### src/design/pbm_pkg.sv
package pbm_pkg;

    localparam int KW    = 48;   // coefficient width, Q16.32
    localparam int FRAC  = 32;   // fraction bits of a coefficient
    localparam int AW    = 97;   // adjugate entry
    localparam int DETW  = 147;  // determinant
    localparam int ACW   = 150;  // serial multiply accumulator
    localparam int XW    = 10;   // pixel coordinate
    localparam int PW    = 107;  // adjugate times coordinate
    localparam int UW    = 109;  // u, v, w
    localparam int SW    = 150;  // numerator / denominator, signed
    localparam int LW    = 164;  // divider remainder
    localparam int QW    = 13;   // quotient bits
    localparam int NCOEF = 8;
    localparam int NADJ  = 9;
    localparam int NSTEP = 21;
    localparam int DW    = 64;
    localparam int PAW   = 6;

    localparam int IMG_W_DEF = 1024;
    localparam int IMG_H_DEF = 1024;

    localparam logic [KW-1:0] ONE_Q32 = KW'(64'h1_0000_0000);
    localparam logic [3:0]    K_ONE   = 4'd8;

    typedef struct packed {
        logic [3:0] a_idx;
        logic [3:0] b_idx;
        logic       b_adj;
        logic       neg;
    } t_op;

    typedef struct packed {
        logic [NADJ-1:0][AW-1:0] adj;
        logic [DETW-1:0]         det;
        logic                    sing;
    } t_mat;

    typedef struct packed {
        logic [LW-1:0] rem;
        logic [LW-1:0] dd;
        logic [QW-1:0] q;
        logic          neg;
        logic          sub_half;
        logic          over;
    } t_lane;

    typedef struct packed {
        logic  v;
        t_lane lx;
        t_lane ly;
    } t_stage;

    // adj[j] = k[p]*k[q] - k[r]*k[s], then det = k0*a0 + k1*a3 + k2*a6
    function automatic t_op step_op(input logic [4:0] s);
        t_op o;
        unique case (s)
            5'd0:  o = '{4'd4, 4'd8, 1'b0, 1'b0};
            5'd1:  o = '{4'd5, 4'd7, 1'b0, 1'b1};
            5'd2:  o = '{4'd2, 4'd7, 1'b0, 1'b0};
            5'd3:  o = '{4'd1, 4'd8, 1'b0, 1'b1};
            5'd4:  o = '{4'd1, 4'd5, 1'b0, 1'b0};
            5'd5:  o = '{4'd2, 4'd4, 1'b0, 1'b1};
            5'd6:  o = '{4'd5, 4'd6, 1'b0, 1'b0};
            5'd7:  o = '{4'd3, 4'd8, 1'b0, 1'b1};
            5'd8:  o = '{4'd0, 4'd8, 1'b0, 1'b0};
            5'd9:  o = '{4'd2, 4'd6, 1'b0, 1'b1};
            5'd10: o = '{4'd2, 4'd3, 1'b0, 1'b0};
            5'd11: o = '{4'd0, 4'd5, 1'b0, 1'b1};
            5'd12: o = '{4'd3, 4'd7, 1'b0, 1'b0};
            5'd13: o = '{4'd4, 4'd6, 1'b0, 1'b1};
            5'd14: o = '{4'd1, 4'd6, 1'b0, 1'b0};
            5'd15: o = '{4'd0, 4'd7, 1'b0, 1'b1};
            5'd16: o = '{4'd0, 4'd4, 1'b0, 1'b0};
            5'd17: o = '{4'd1, 4'd3, 1'b0, 1'b1};
            5'd18: o = '{4'd0, 4'd0, 1'b1, 1'b0};
            5'd19: o = '{4'd1, 4'd3, 1'b1, 1'b0};
            5'd20: o = '{4'd2, 4'd6, 1'b1, 1'b0};
            default: o = '0;
        endcase
        return o;
    endfunction

endpackage

### src/design/pbm_div_cell.sv
module pbm_div_cell import pbm_pkg::*; #(
    parameter int BIT = 0
) (
    input  logic   i_clk,
    input  logic   i_rst_n,
    input  logic   i_en,
    input  t_stage i_d,
    output t_stage o_d
);

    t_stage r_d;
    t_stage n_d;

    function automatic t_lane lane_step(input t_lane l);
        t_lane         o;
        logic [LW-1:0] s;
        o = l;
        s = l.dd << BIT;
        if (l.rem >= s) begin
            o.rem    = l.rem - s;
            o.q[BIT] = 1'b1;
        end
        return o;
    endfunction

    always_comb begin
        n_d    = i_d;
        n_d.lx = lane_step(i_d.lx);
        n_d.ly = lane_step(i_d.ly);
    end

    always_ff @(posedge i_clk) begin
        if (!i_rst_n) begin
            r_d.v <= 1'b0;
        end else if (i_en) begin
            r_d <= n_d;
        end
    end

    assign o_d = r_d;

endmodule

### config.mk
export PLATFORM = sky130hd
export DESIGN_NAME = pbm_div_cell
export DESIGN_NICKNAME = d
export VERILOG_FILES = /design/src/design/pbm_pkg.sv /design/src/design/pbm_div_cell.sv
export SDC_FILE = /design/constraint.sdc
export NUM_CORES = 1
export LEC_CHECK = 0
export BUFFER_PORTS_ARGS = -buffer_cell sky130_fd_sc_hd__buf_2
export CELL_PAD_IN_SITES_DETAIL_PLACEMENT = 1
export CELL_PAD_IN_SITES_GLOBAL_PLACEMENT = 2
export CORE_AREA = 5 5 542 544
export DETAILED_ROUTE_END_ITERATION = 7
export DIE_AREA = 0 0 547 549
export PLACE_DENSITY_LB_ADDON = 0.1
export SETUP_SLACK_MARGIN = 0.02
export SLEW_MARGIN = 20
export SYNTH_ARGS = -nofsm -noshare
export SYNTH_HDL_FRONTEND = slang
export SYNTH_SLANG_ARGS = --single-unit
### constraint.sdc
create_clock -name i_clk -period 45 [get_ports i_clk]
set_clock_uncertainty 0.05 [all_clocks]
set_input_delay 11.25 -clock i_clk [delete_from_list [all_inputs] [get_ports i_clk]]
set_output_delay 11.25 -clock i_clk [all_outputs]
set_load 0.05 [all_outputs]
==> metrics.txt <==
status=finished, final reports clean; clk_lat worst skew=0.78 ns; number of synthesis warnings=0; Peak VDD IR=0.0310 mV; htree depth=3; most common cell after layout, fill and taps aside=buf_2; startpoint types=primary input; maximum clock rate=57.2 MHz; First DRT Iteration DRCs=2,268; pwr dens=38.9 mW/mm^2; Starting Density=0.165; Max Cap Viol=0; CTS hold repair buffers=0; most frequent CP cell=buf_4; Slew Viols, Final=0; CP Class=in -> reg; Clock Path Buffers=4; Distinct cells, synth=96; total track usage=0.183; Post-DRT Antenna Nets=0; post-route clock period utilization=0.389; postcts setup bufs=0; antenna violations before repair=166; Slowest-stage cell, CP=buf_4; RSZ-0062 raised after global routing=false; Avg Inst Size Synth=9.22 um^2; DRC=0; Worst-path clk slew=0.06 ns; CP endpoint kind=flip-flop; Die Y-Extent=549 um; Least-Margin Pin Slew=1.10 ns; layout cells sized above 1=0.259; via count=45,342; Mapped Area=0.0477 mm^2; final setup vio count=0; CTS buffer count=101; final hold vios=0; count of mapped cells out of synthesis=5,174; Area Growth Syn to Fin=29.6%; EDFF count, synth=688; grt ovf=0; CTS tree=yes; hpwl dp=248,000 um; ys async rst share=0; Worst EP required=45.49 ns; Nets=7,474; ys flop type=edfxtp_1; Die ar.=0.300 mm^2; first-pass GRT wire length=394,000 um; # IOs=1,381; total iterations of the first detailed-routing run=5; min Tclk post-route=17.48 ns; vias per std cell=4.37; row count=198; crit-path cells=buf_2 > inv_1 > ha_1 > nand4_1 > or2_1 > nor4_4 > nand2_1 > nor3b_1 > a211o_2 > a22o_1 > a211oi_2 > o21ai_4 > a31oi_4 > o311a_4 > o41ai_4 > buf_4 > buf_4 > buf_4 > buf_4 > mux2_4; number of synthesized register bits=689; WP data arrival=17.97 ns; HP Class=reg -> reg; R2R setup slack=44.36 ns; vias in the first global route=49,020; Crit Path Max Fanout=64; Power Total=2.41 mW; most frequent cells in the layout=buf_2, edfxtp_1, a21oi_1; Die X=547 um; CP top delay family=buffers and inverters; sequential area share after synthesis=0.434; Sink Count=689; I/O Buffers=1,380; largest net degree at the start of global routing=106; clk root buf=clkbuf_16; Routed WL=289,000 um; max reg flops=689; Syn Nets=6,196; Leakage=25.8 nW; routability cong.=0.846; Slowest Stage Delay on Critical Path=0.73 ns; Core Box Area=0.289 mm^2; setup TNS=0 ns; # resized after CTS=0; CP bufs+invs=6; Slew HR=0.258; routed len/inst=27.9 um; final core occ=0.214
[cell usage after synthesis, types with 94 or more instances]
library cell	n	area, um^2
a21o_1	162	1220
a21oi_1	632	3160
clkbuf_1	155	582
edfxtp_1	688	20700
ha_1	328	4100
inv_1	437	1640
nand2_1	540	2030
nand4_1	174	1090
nor2_1	417	1570
o21ai_0	363	1820
o21ai_1	95	475
o21bai_1	94	706
xnor2_1	180	1580
xor2_1	135	1180
[power by group]
group          internal, mW  switching [mW]
clock network         0.467           0.330
logic                 0.219           0.595
registers             0.778          0.0162
[layout make-up]
type	count	area, um^2
inverter	437	1640
antenna	43	108
fill	33973	227000
multi-input combinational	3805	24200
timing repair buffer	1418	7220
sequential	689	20700
clock inverter	56	558
clock buffer	121	2600
tap	3800	4750
[cell families (layout without fill, tap and decap cells)]
logic type | count (synthesis) | count (layout) | synth area share
other | 0 | 43 | 0
AOI/OAI and AO/OA | 1682 | 1682 | 0.214
and+or+nand+nor | 1440 | 1440 | 0.138
buffers and inverters | 680 | 2032 | 0.0585
muxes | 38 | 38 | 0.0109
DFF | 689 | 689 | 0.434
xor gates and xnor gates | 315 | 315 | 0.0579
adders and majority gates | 330 | 330 | 0.0869
[tightest hold or removal path: stages (launching register included)]
cell and delay [ns]:
dfxtp_1 0.33, mux2i_1 0.07, nor2b_1 0.10
[through the flow]
stage	setup WS (ns)	area, um^2	hold slack (ns)	cells
after floorplan	17.14	47700	0.693	5174
after global placement	26.69	58500	0.442	10148
after detailed placement	26.58	58500	0.462	10149
after CTS	27.46	61700	0.475	10326
after global routing	27.11	61800	0.506	10348
final	27.52	61800	0.473	10369
[per-layer routing]
metal	part of all wire	track usage
met1	0.40	0.208
met5	0.0019	0
met3	0.075	0.0587
met2	0.49	0.323
met4	0.036	0.0630
[worst paths after layout]
path                                       startpoint  cells past startpoint               endpoint
worst min register to register  o_d[688]$_SDFFE_PN0P_                      2  o_d[688]$_SDFFE_PN0P_
worst max register to register  o_d[688]$_SDFFE_PN0P_                      2  o_d[688]$_SDFFE_PN0P_
worst max-delay path                          i_d[79]                     20     o_d[226]$_DFFE_PP_
worst min-delay path            o_d[688]$_SDFFE_PN0P_                      2  o_d[688]$_SDFFE_PN0P_
Power figures use the tool's default switching activity.
