### src/design/pbm_pkg.sv
package pbm_pkg;

    localparam int KW    = 48;   // coefficient width, Q16.32
    localparam int FRAC  = 32;   // fraction bits of a coefficient
    localparam int AW    = 97;   // adjugate entry
    localparam int DETW  = 147;  // determinant
    localparam int ACW   = 150;  // serial multiply accumulator
    localparam int XW    = 10;   // pixel coordinate
    localparam int PW    = 107;  // adjugate times coordinate
    localparam int UW    = 109;  // u, v, w
    localparam int SW    = 150;  // numerator / denominator, signed
    localparam int LW    = 164;  // divider remainder
    localparam int QW    = 13;   // quotient bits
    localparam int NCOEF = 8;
    localparam int NADJ  = 9;
    localparam int NSTEP = 21;
    localparam int DW    = 64;
    localparam int PAW   = 6;

    localparam int IMG_W_DEF = 1024;
    localparam int IMG_H_DEF = 1024;

    localparam logic [KW-1:0] ONE_Q32 = KW'(64'h1_0000_0000);
    localparam logic [3:0]    K_ONE   = 4'd8;

    typedef struct packed {
        logic [3:0] a_idx;
        logic [3:0] b_idx;
        logic       b_adj;
        logic       neg;
    } t_op;

    typedef struct packed {
        logic [NADJ-1:0][AW-1:0] adj;
        logic [DETW-1:0]         det;
        logic                    sing;
    } t_mat;

    typedef struct packed {
        logic [LW-1:0] rem;
        logic [LW-1:0] dd;
        logic [QW-1:0] q;
        logic          neg;
        logic          sub_half;
        logic          over;
    } t_lane;

    typedef struct packed {
        logic  v;
        t_lane lx;
        t_lane ly;
    } t_stage;

    // adj[j] = k[p]*k[q] - k[r]*k[s], then det = k0*a0 + k1*a3 + k2*a6
    function automatic t_op step_op(input logic [4:0] s);
        t_op o;
        unique case (s)
            5'd0:  o = '{4'd4, 4'd8, 1'b0, 1'b0};
            5'd1:  o = '{4'd5, 4'd7, 1'b0, 1'b1};
            5'd2:  o = '{4'd2, 4'd7, 1'b0, 1'b0};
            5'd3:  o = '{4'd1, 4'd8, 1'b0, 1'b1};
            5'd4:  o = '{4'd1, 4'd5, 1'b0, 1'b0};
            5'd5:  o = '{4'd2, 4'd4, 1'b0, 1'b1};
            5'd6:  o = '{4'd5, 4'd6, 1'b0, 1'b0};
            5'd7:  o = '{4'd3, 4'd8, 1'b0, 1'b1};
            5'd8:  o = '{4'd0, 4'd8, 1'b0, 1'b0};
            5'd9:  o = '{4'd2, 4'd6, 1'b0, 1'b1};
            5'd10: o = '{4'd2, 4'd3, 1'b0, 1'b0};
            5'd11: o = '{4'd0, 4'd5, 1'b0, 1'b1};
            5'd12: o = '{4'd3, 4'd7, 1'b0, 1'b0};
            5'd13: o = '{4'd4, 4'd6, 1'b0, 1'b1};
            5'd14: o = '{4'd1, 4'd6, 1'b0, 1'b0};
            5'd15: o = '{4'd0, 4'd7, 1'b0, 1'b1};
            5'd16: o = '{4'd0, 4'd4, 1'b0, 1'b0};
            5'd17: o = '{4'd1, 4'd3, 1'b0, 1'b1};
            5'd18: o = '{4'd0, 4'd0, 1'b1, 1'b0};
            5'd19: o = '{4'd1, 4'd3, 1'b1, 1'b0};
            5'd20: o = '{4'd2, 4'd6, 1'b1, 1'b0};
            default: o = '0;
        endcase
        return o;
    endfunction

endpackage

### src/design/pbm_cfg.sv
module pbm_cfg import pbm_pkg::*; (
    input  logic           i_clk,
    input  logic           i_rst_n,
    input  logic           psel,
    input  logic           penable,
    input  logic           pwrite,
    input  logic [PAW-1:0] paddr,
    input  logic [DW-1:0]  pwdata,
    output logic [DW-1:0]  prdata,
    output logic           o_busy,
    output t_mat           o_mat
);

    logic [KW-1:0]   r_coef [NCOEF];
    logic [AW-1:0]   r_adj  [NADJ];
    logic [DETW-1:0] r_det;
    logic            r_busy;
    logic [4:0]      r_step;
    logic [5:0]      r_bit;
    logic [ACW-1:0]  r_acc;
    logic [ACW-1:0]  r_mb;

    logic            wr;
    logic [2:0]      widx;
    t_op             op;
    logic [KW-1:0]   opa;
    logic [ACW-1:0]  b_ext;
    logic [ACW-1:0]  mb_cur;
    logic [ACW-1:0]  term;
    logic [ACW-1:0]  acc_nx;

    assign wr   = psel & penable & pwrite;
    assign widx = paddr[PAW-1:3];
    assign prdata = DW'($signed(r_coef[widx]));

    // shift-add multiply, one bit of the 48-bit operand per cycle
    always_comb begin
        op  = step_op(r_step);
        opa = (op.a_idx == K_ONE) ? ONE_Q32 : r_coef[op.a_idx[2:0]];
        if (op.b_adj) begin
            b_ext = ACW'($signed(r_adj[op.b_idx]));
        end else if (op.b_idx == K_ONE) begin
            b_ext = ACW'(ONE_Q32);
        end else begin
            b_ext = ACW'($signed(r_coef[op.b_idx[2:0]]));
        end
        if (op.neg) begin
            b_ext = -b_ext;
        end
        mb_cur = (r_bit == '0) ? b_ext : r_mb;
        term   = '0;
        if (opa[r_bit]) begin
            term = (r_bit == 6'(KW-1)) ? -mb_cur : mb_cur;
        end
        acc_nx = r_acc + term;
    end

    always_ff @(posedge i_clk) begin
        if (!i_rst_n) begin
            for (int i = 0; i < NCOEF; i++) begin
                r_coef[i] <= '0;
            end
            r_coef[0] <= ONE_Q32;
            r_coef[4] <= ONE_Q32;
            r_busy    <= 1'b1;
            r_step    <= '0;
            r_bit     <= '0;
            r_acc     <= '0;
        end else if (wr) begin
            r_coef[widx] <= pwdata[KW-1:0];
            r_busy       <= 1'b1;
            r_step       <= '0;
            r_bit        <= '0;
            r_acc        <= '0;
        end else if (r_busy) begin
            r_mb <= mb_cur << 1;
            if (r_bit == 6'(KW-1)) begin
                r_bit  <= '0;
                r_step <= r_step + 5'd1;
                if (r_step == 5'(NSTEP-1)) begin
                    r_det  <= acc_nx[DETW-1:0];
                    r_busy <= 1'b0;
                end
                if (r_step[0] && r_step < 5'(2*NADJ)) begin
                    r_adj[r_step[4:1]] <= acc_nx[AW-1:0];
                    r_acc              <= '0;
                end else begin
                    r_acc <= acc_nx;
                end
            end else begin
                r_bit <= r_bit + 6'd1;
                r_acc <= acc_nx;
            end
        end
    end

    always_comb begin
        for (int j = 0; j < NADJ; j++) begin
            o_mat.adj[j] = r_adj[j];
        end
        o_mat.det  = r_det;
        o_mat.sing = (r_det == '0);
    end

    assign o_busy = r_busy;

endmodule

### config.mk
export PLATFORM = sky130hd
export DESIGN_NAME = pbm_cfg
export DESIGN_NICKNAME = d
export VERILOG_FILES = /design/src/design/pbm_pkg.sv /design/src/design/pbm_cfg.sv
export SDC_FILE = /design/constraint.sdc
export NUM_CORES = 2
export LEC_CHECK = 0
export BUFFER_PORTS_ARGS = -buffer_cell sky130_fd_sc_hd__buf_2
export CORE_ASPECT_RATIO = 0.7
export CORE_MARGIN = 2
export CORE_UTILIZATION = 25
export CTS_CLUSTER_SIZE = 25
export DETAILED_ROUTE_END_ITERATION = 7
export PLACE_DENSITY = 0.42
export SETUP_SLACK_MARGIN = 0.3
export SYNTH_ARGS = -nofsm -noshare
export SYNTH_HDL_FRONTEND = slang
export SYNTH_SLANG_ARGS = --single-unit
### constraint.sdc
create_clock -name i_clk -period 15.4 [get_ports i_clk]
set_input_delay 1.54 -clock i_clk [delete_from_list [all_inputs] [get_ports i_clk]]
set_output_delay 1.54 -clock i_clk [all_outputs]
set_load 0.05 [all_outputs]
==> run metrics <==
critical path's slowest cell=a22oi_1; Port Buf Inserts=1,141; Slew HR=4.42%; crit start category=flip-flop; Peak VDD IR=98.1 uV; Critical Path Max Stage Delay=0.96 ns; fraction of the mapped netlist area in simple logic gates=9.99%; DP Worst Slack=1.30 ns; H-tree depth=5; vias per std cell=5.08; Core ar.=0.464 mm2; Hold Crit Class=reg2reg; Sum Neg Setup Slack=0 ns; Synth Area in Compound Gates=9.75%; Finished Cell Area=0.142 mm2; area leader, netlist=edfxtp_1; f_max=69.7 MHz; post-CTS sizing=0; area of placed instances=0.133 mm2; vertical die dimension=576 um; Remaining Overflow, GRT=0; most used cell, CP=or3_1; share of cells above drive strength 1=24.3%; main flop type after synthesis=edfxtp_1; largest family of logic cells by synthesized area=multiplexers; first-pass GRT wire length=684,000 um; Hold Fails Final Rpt=0; Num Clock Sinks=2,397; # DRC=0; Post-Syn Instances=8,415; # rows=209; number of fill cells=46,632; Yosys top cell area share=57.3%; fin crit share=93.1%; IO Pins=1,161; GPL Wtd Cong=0.903; clock skew=0.0500 ns; WP data required=16.29 ns; Iter 0 DRT Violations=9,317; WL met1=213,000 um; uppermost routed layer=met5; Slew Limit Fails=0; Synth top cells by count=2,229 x edfxtp_1, 530 x nor2_1, 484 x a22oi_1; Die ar.=0.473 mm2; Synth Area in XOR/XNOR=2.65%; mux cell area share after synthesis=12.7%; Worst-path clk slew=0.06 ns; P&R area growth vs syn=21.9%; ys async rst share=0%; RSZ-0062 raised after global routing=no; largest net degree at the start of global routing=321; Yosys cell types=115; P_leak=53.2 nW; Antenna Nets Post-Route=0; Hold Buf Count CTS=0; Final Net Count=10,420; Least-Margin Pin Slew=1.43 ns; DIE WIDTH=821 um; DR WL/cell=30.3 um; Post-synth EDFFs=2,229; PwrDens=116 mW/mm2; Initial Utilization=25.2%; Syn Area/Cell=13.9 um2; synth warn=0; Total Routed Length=504,000 um; top post-synthesis cells by area=edfxtp_1 57%, mux4_2 8.1%, mux2i_1 3.6%; kind of critical path=reg2reg; Worst Path Max Fanout=34; DP HPWL=363,000 um; met2 wire length=239,000 um; clk_lat worst skew=0.97 ns; GRT Total Usage=20.4%; most numerous cell in the Yosys netlist=edfxtp_1; worst hold path depth=1; initial antenna violation count=64; Setup violations, final=0; maxcap violations=0; drt pass-1 iters=6; DR vias=84,693; CTS buffer count=280; post-layout util=30.7%; synthesized flop and latch total=2,397; PnR worst setup slack=1.06 ns; Critical Path AT=15.23 ns; Hold WS=0.484 ns; register area share after synthesis=60.2%; Clock Path Buffers=4; area share of fa/ha/maj cells after synthesis=1.70%; Crit. End Element=flip-flop; routed wl met3=35,800 um; vias in the first global route=81,960; Sequential Area=0.0703 mm2; run status=completed; multi-input gate area in the final layout=0.0467 mm2; CTS tree=built; post-CTS setup buffer count=0; Worst R2R Path Depth=35; Mapped Area=0.117 mm2; Final min period=14.34 ns; Root Driver=clkbuf_16
-- stage by stage --
stage | power, mW | instances
after global placement | 9.81 | 16129
after CTS | 16.7 | 16638
after floorplan | 9.07 | 9093
after global routing | 17.1 | 16644
after detailed placement | 9.85 | 16129
final | 16.5 | 16657
-- state kept, by name (all words and copies together), names as in the netlist --
register / cells
r_adj: 1552
op: 9
r_mb: 146
r_bit: 6
r_coef: 384
o_busy: 1
r_acc: 147
r_det: 147
r_step: 5
-- report_power, final --
part	switching, mW	internal [mW]
Clock	2.97	3.85
Combinational	1.29	0.498
Sequential	0.163	7.76
Total	4.42	12.1
-- critical path: cells and delay by family (launching register included) --
family | cells | cell delay [ns]
muxes | 1 | 0.55
adders and majority gates | 1 | 0.45
buffers and inverters | 3 | 0.92
and+or+nand+nor | 15 | 6.03
AOI/OAI and AO/OA | 12 | 4.73
DFF | 1 | 0.66
xor gates and xnor gates | 3 | 0.82
-- cell type report --
cell class,instances,area share [%]
diodes,19,0.0334
clock buffers,349,5.26
inverters,103,0.282
well taps,6224,5.47
flip-flops and latches,2397,49.4
clock inverters,160,1.15
repair buffers,1428,5.66
multi-input cells,5977,32.8
-- layer usage --
layer / GRT usage (%) / vias to the layer above
li1: - / 36379
met1: 27.5 / 43948
met5: 0 / -
met2: 33.9 / 3726
met3: 3.38 / 600
met4: 5.69 / 40
-- layout by cell type, fill, tap and decap left out, drive strengths merged, types with 48 or more instances in the layout --
cell type  Yosys  layout
edfxtp      2229    2229
buf          216    1428
conb           1     679
nor2         532     532
a22oi        484     484
mux4         455     455
mux2i        424     424
and3         419     419
nand2        412     412
clkbuf       398     349
a21oi        294     294
o21ai        228     228
xnor2        217     217
nand3        187     187
dfxtp        168     168
ha           157     157
a21o         147     147
xor2         134     134
nand4        127     127
nor3         126     126
inv          101     119
clkinv         2     110
nor4          96      96
o31ai         67      67
a31oi         63      63
or3           58      58
a22o          48      48
-- final timing paths --
path	start	end	slack, ns
max reg2reg	op[2]	r_acc[140]	1.06
min	r_acc[142]	r_acc[142]	0.48
max	op[2]	r_acc[140]	1.06
min reg2reg	r_acc[142]	r_acc[142]	0.48
-- cells by family (layout without fill, tap and decap cells) --
group / Yosys count / in the layout
AND/OR/NAND/NOR: 2235 / 2235
other: 1 / 698
flip-flops: 2397 / 2397
multiplexers: 900 / 900
XOR/XNOR: 352 / 352
AO/OA/AOI/OAI: 1653 / 1653
adder cells (fa/ha/maj): 158 / 158
buffers and inverters: 719 / 2040
No activity file was read; power rests on OpenSTA's default activity.
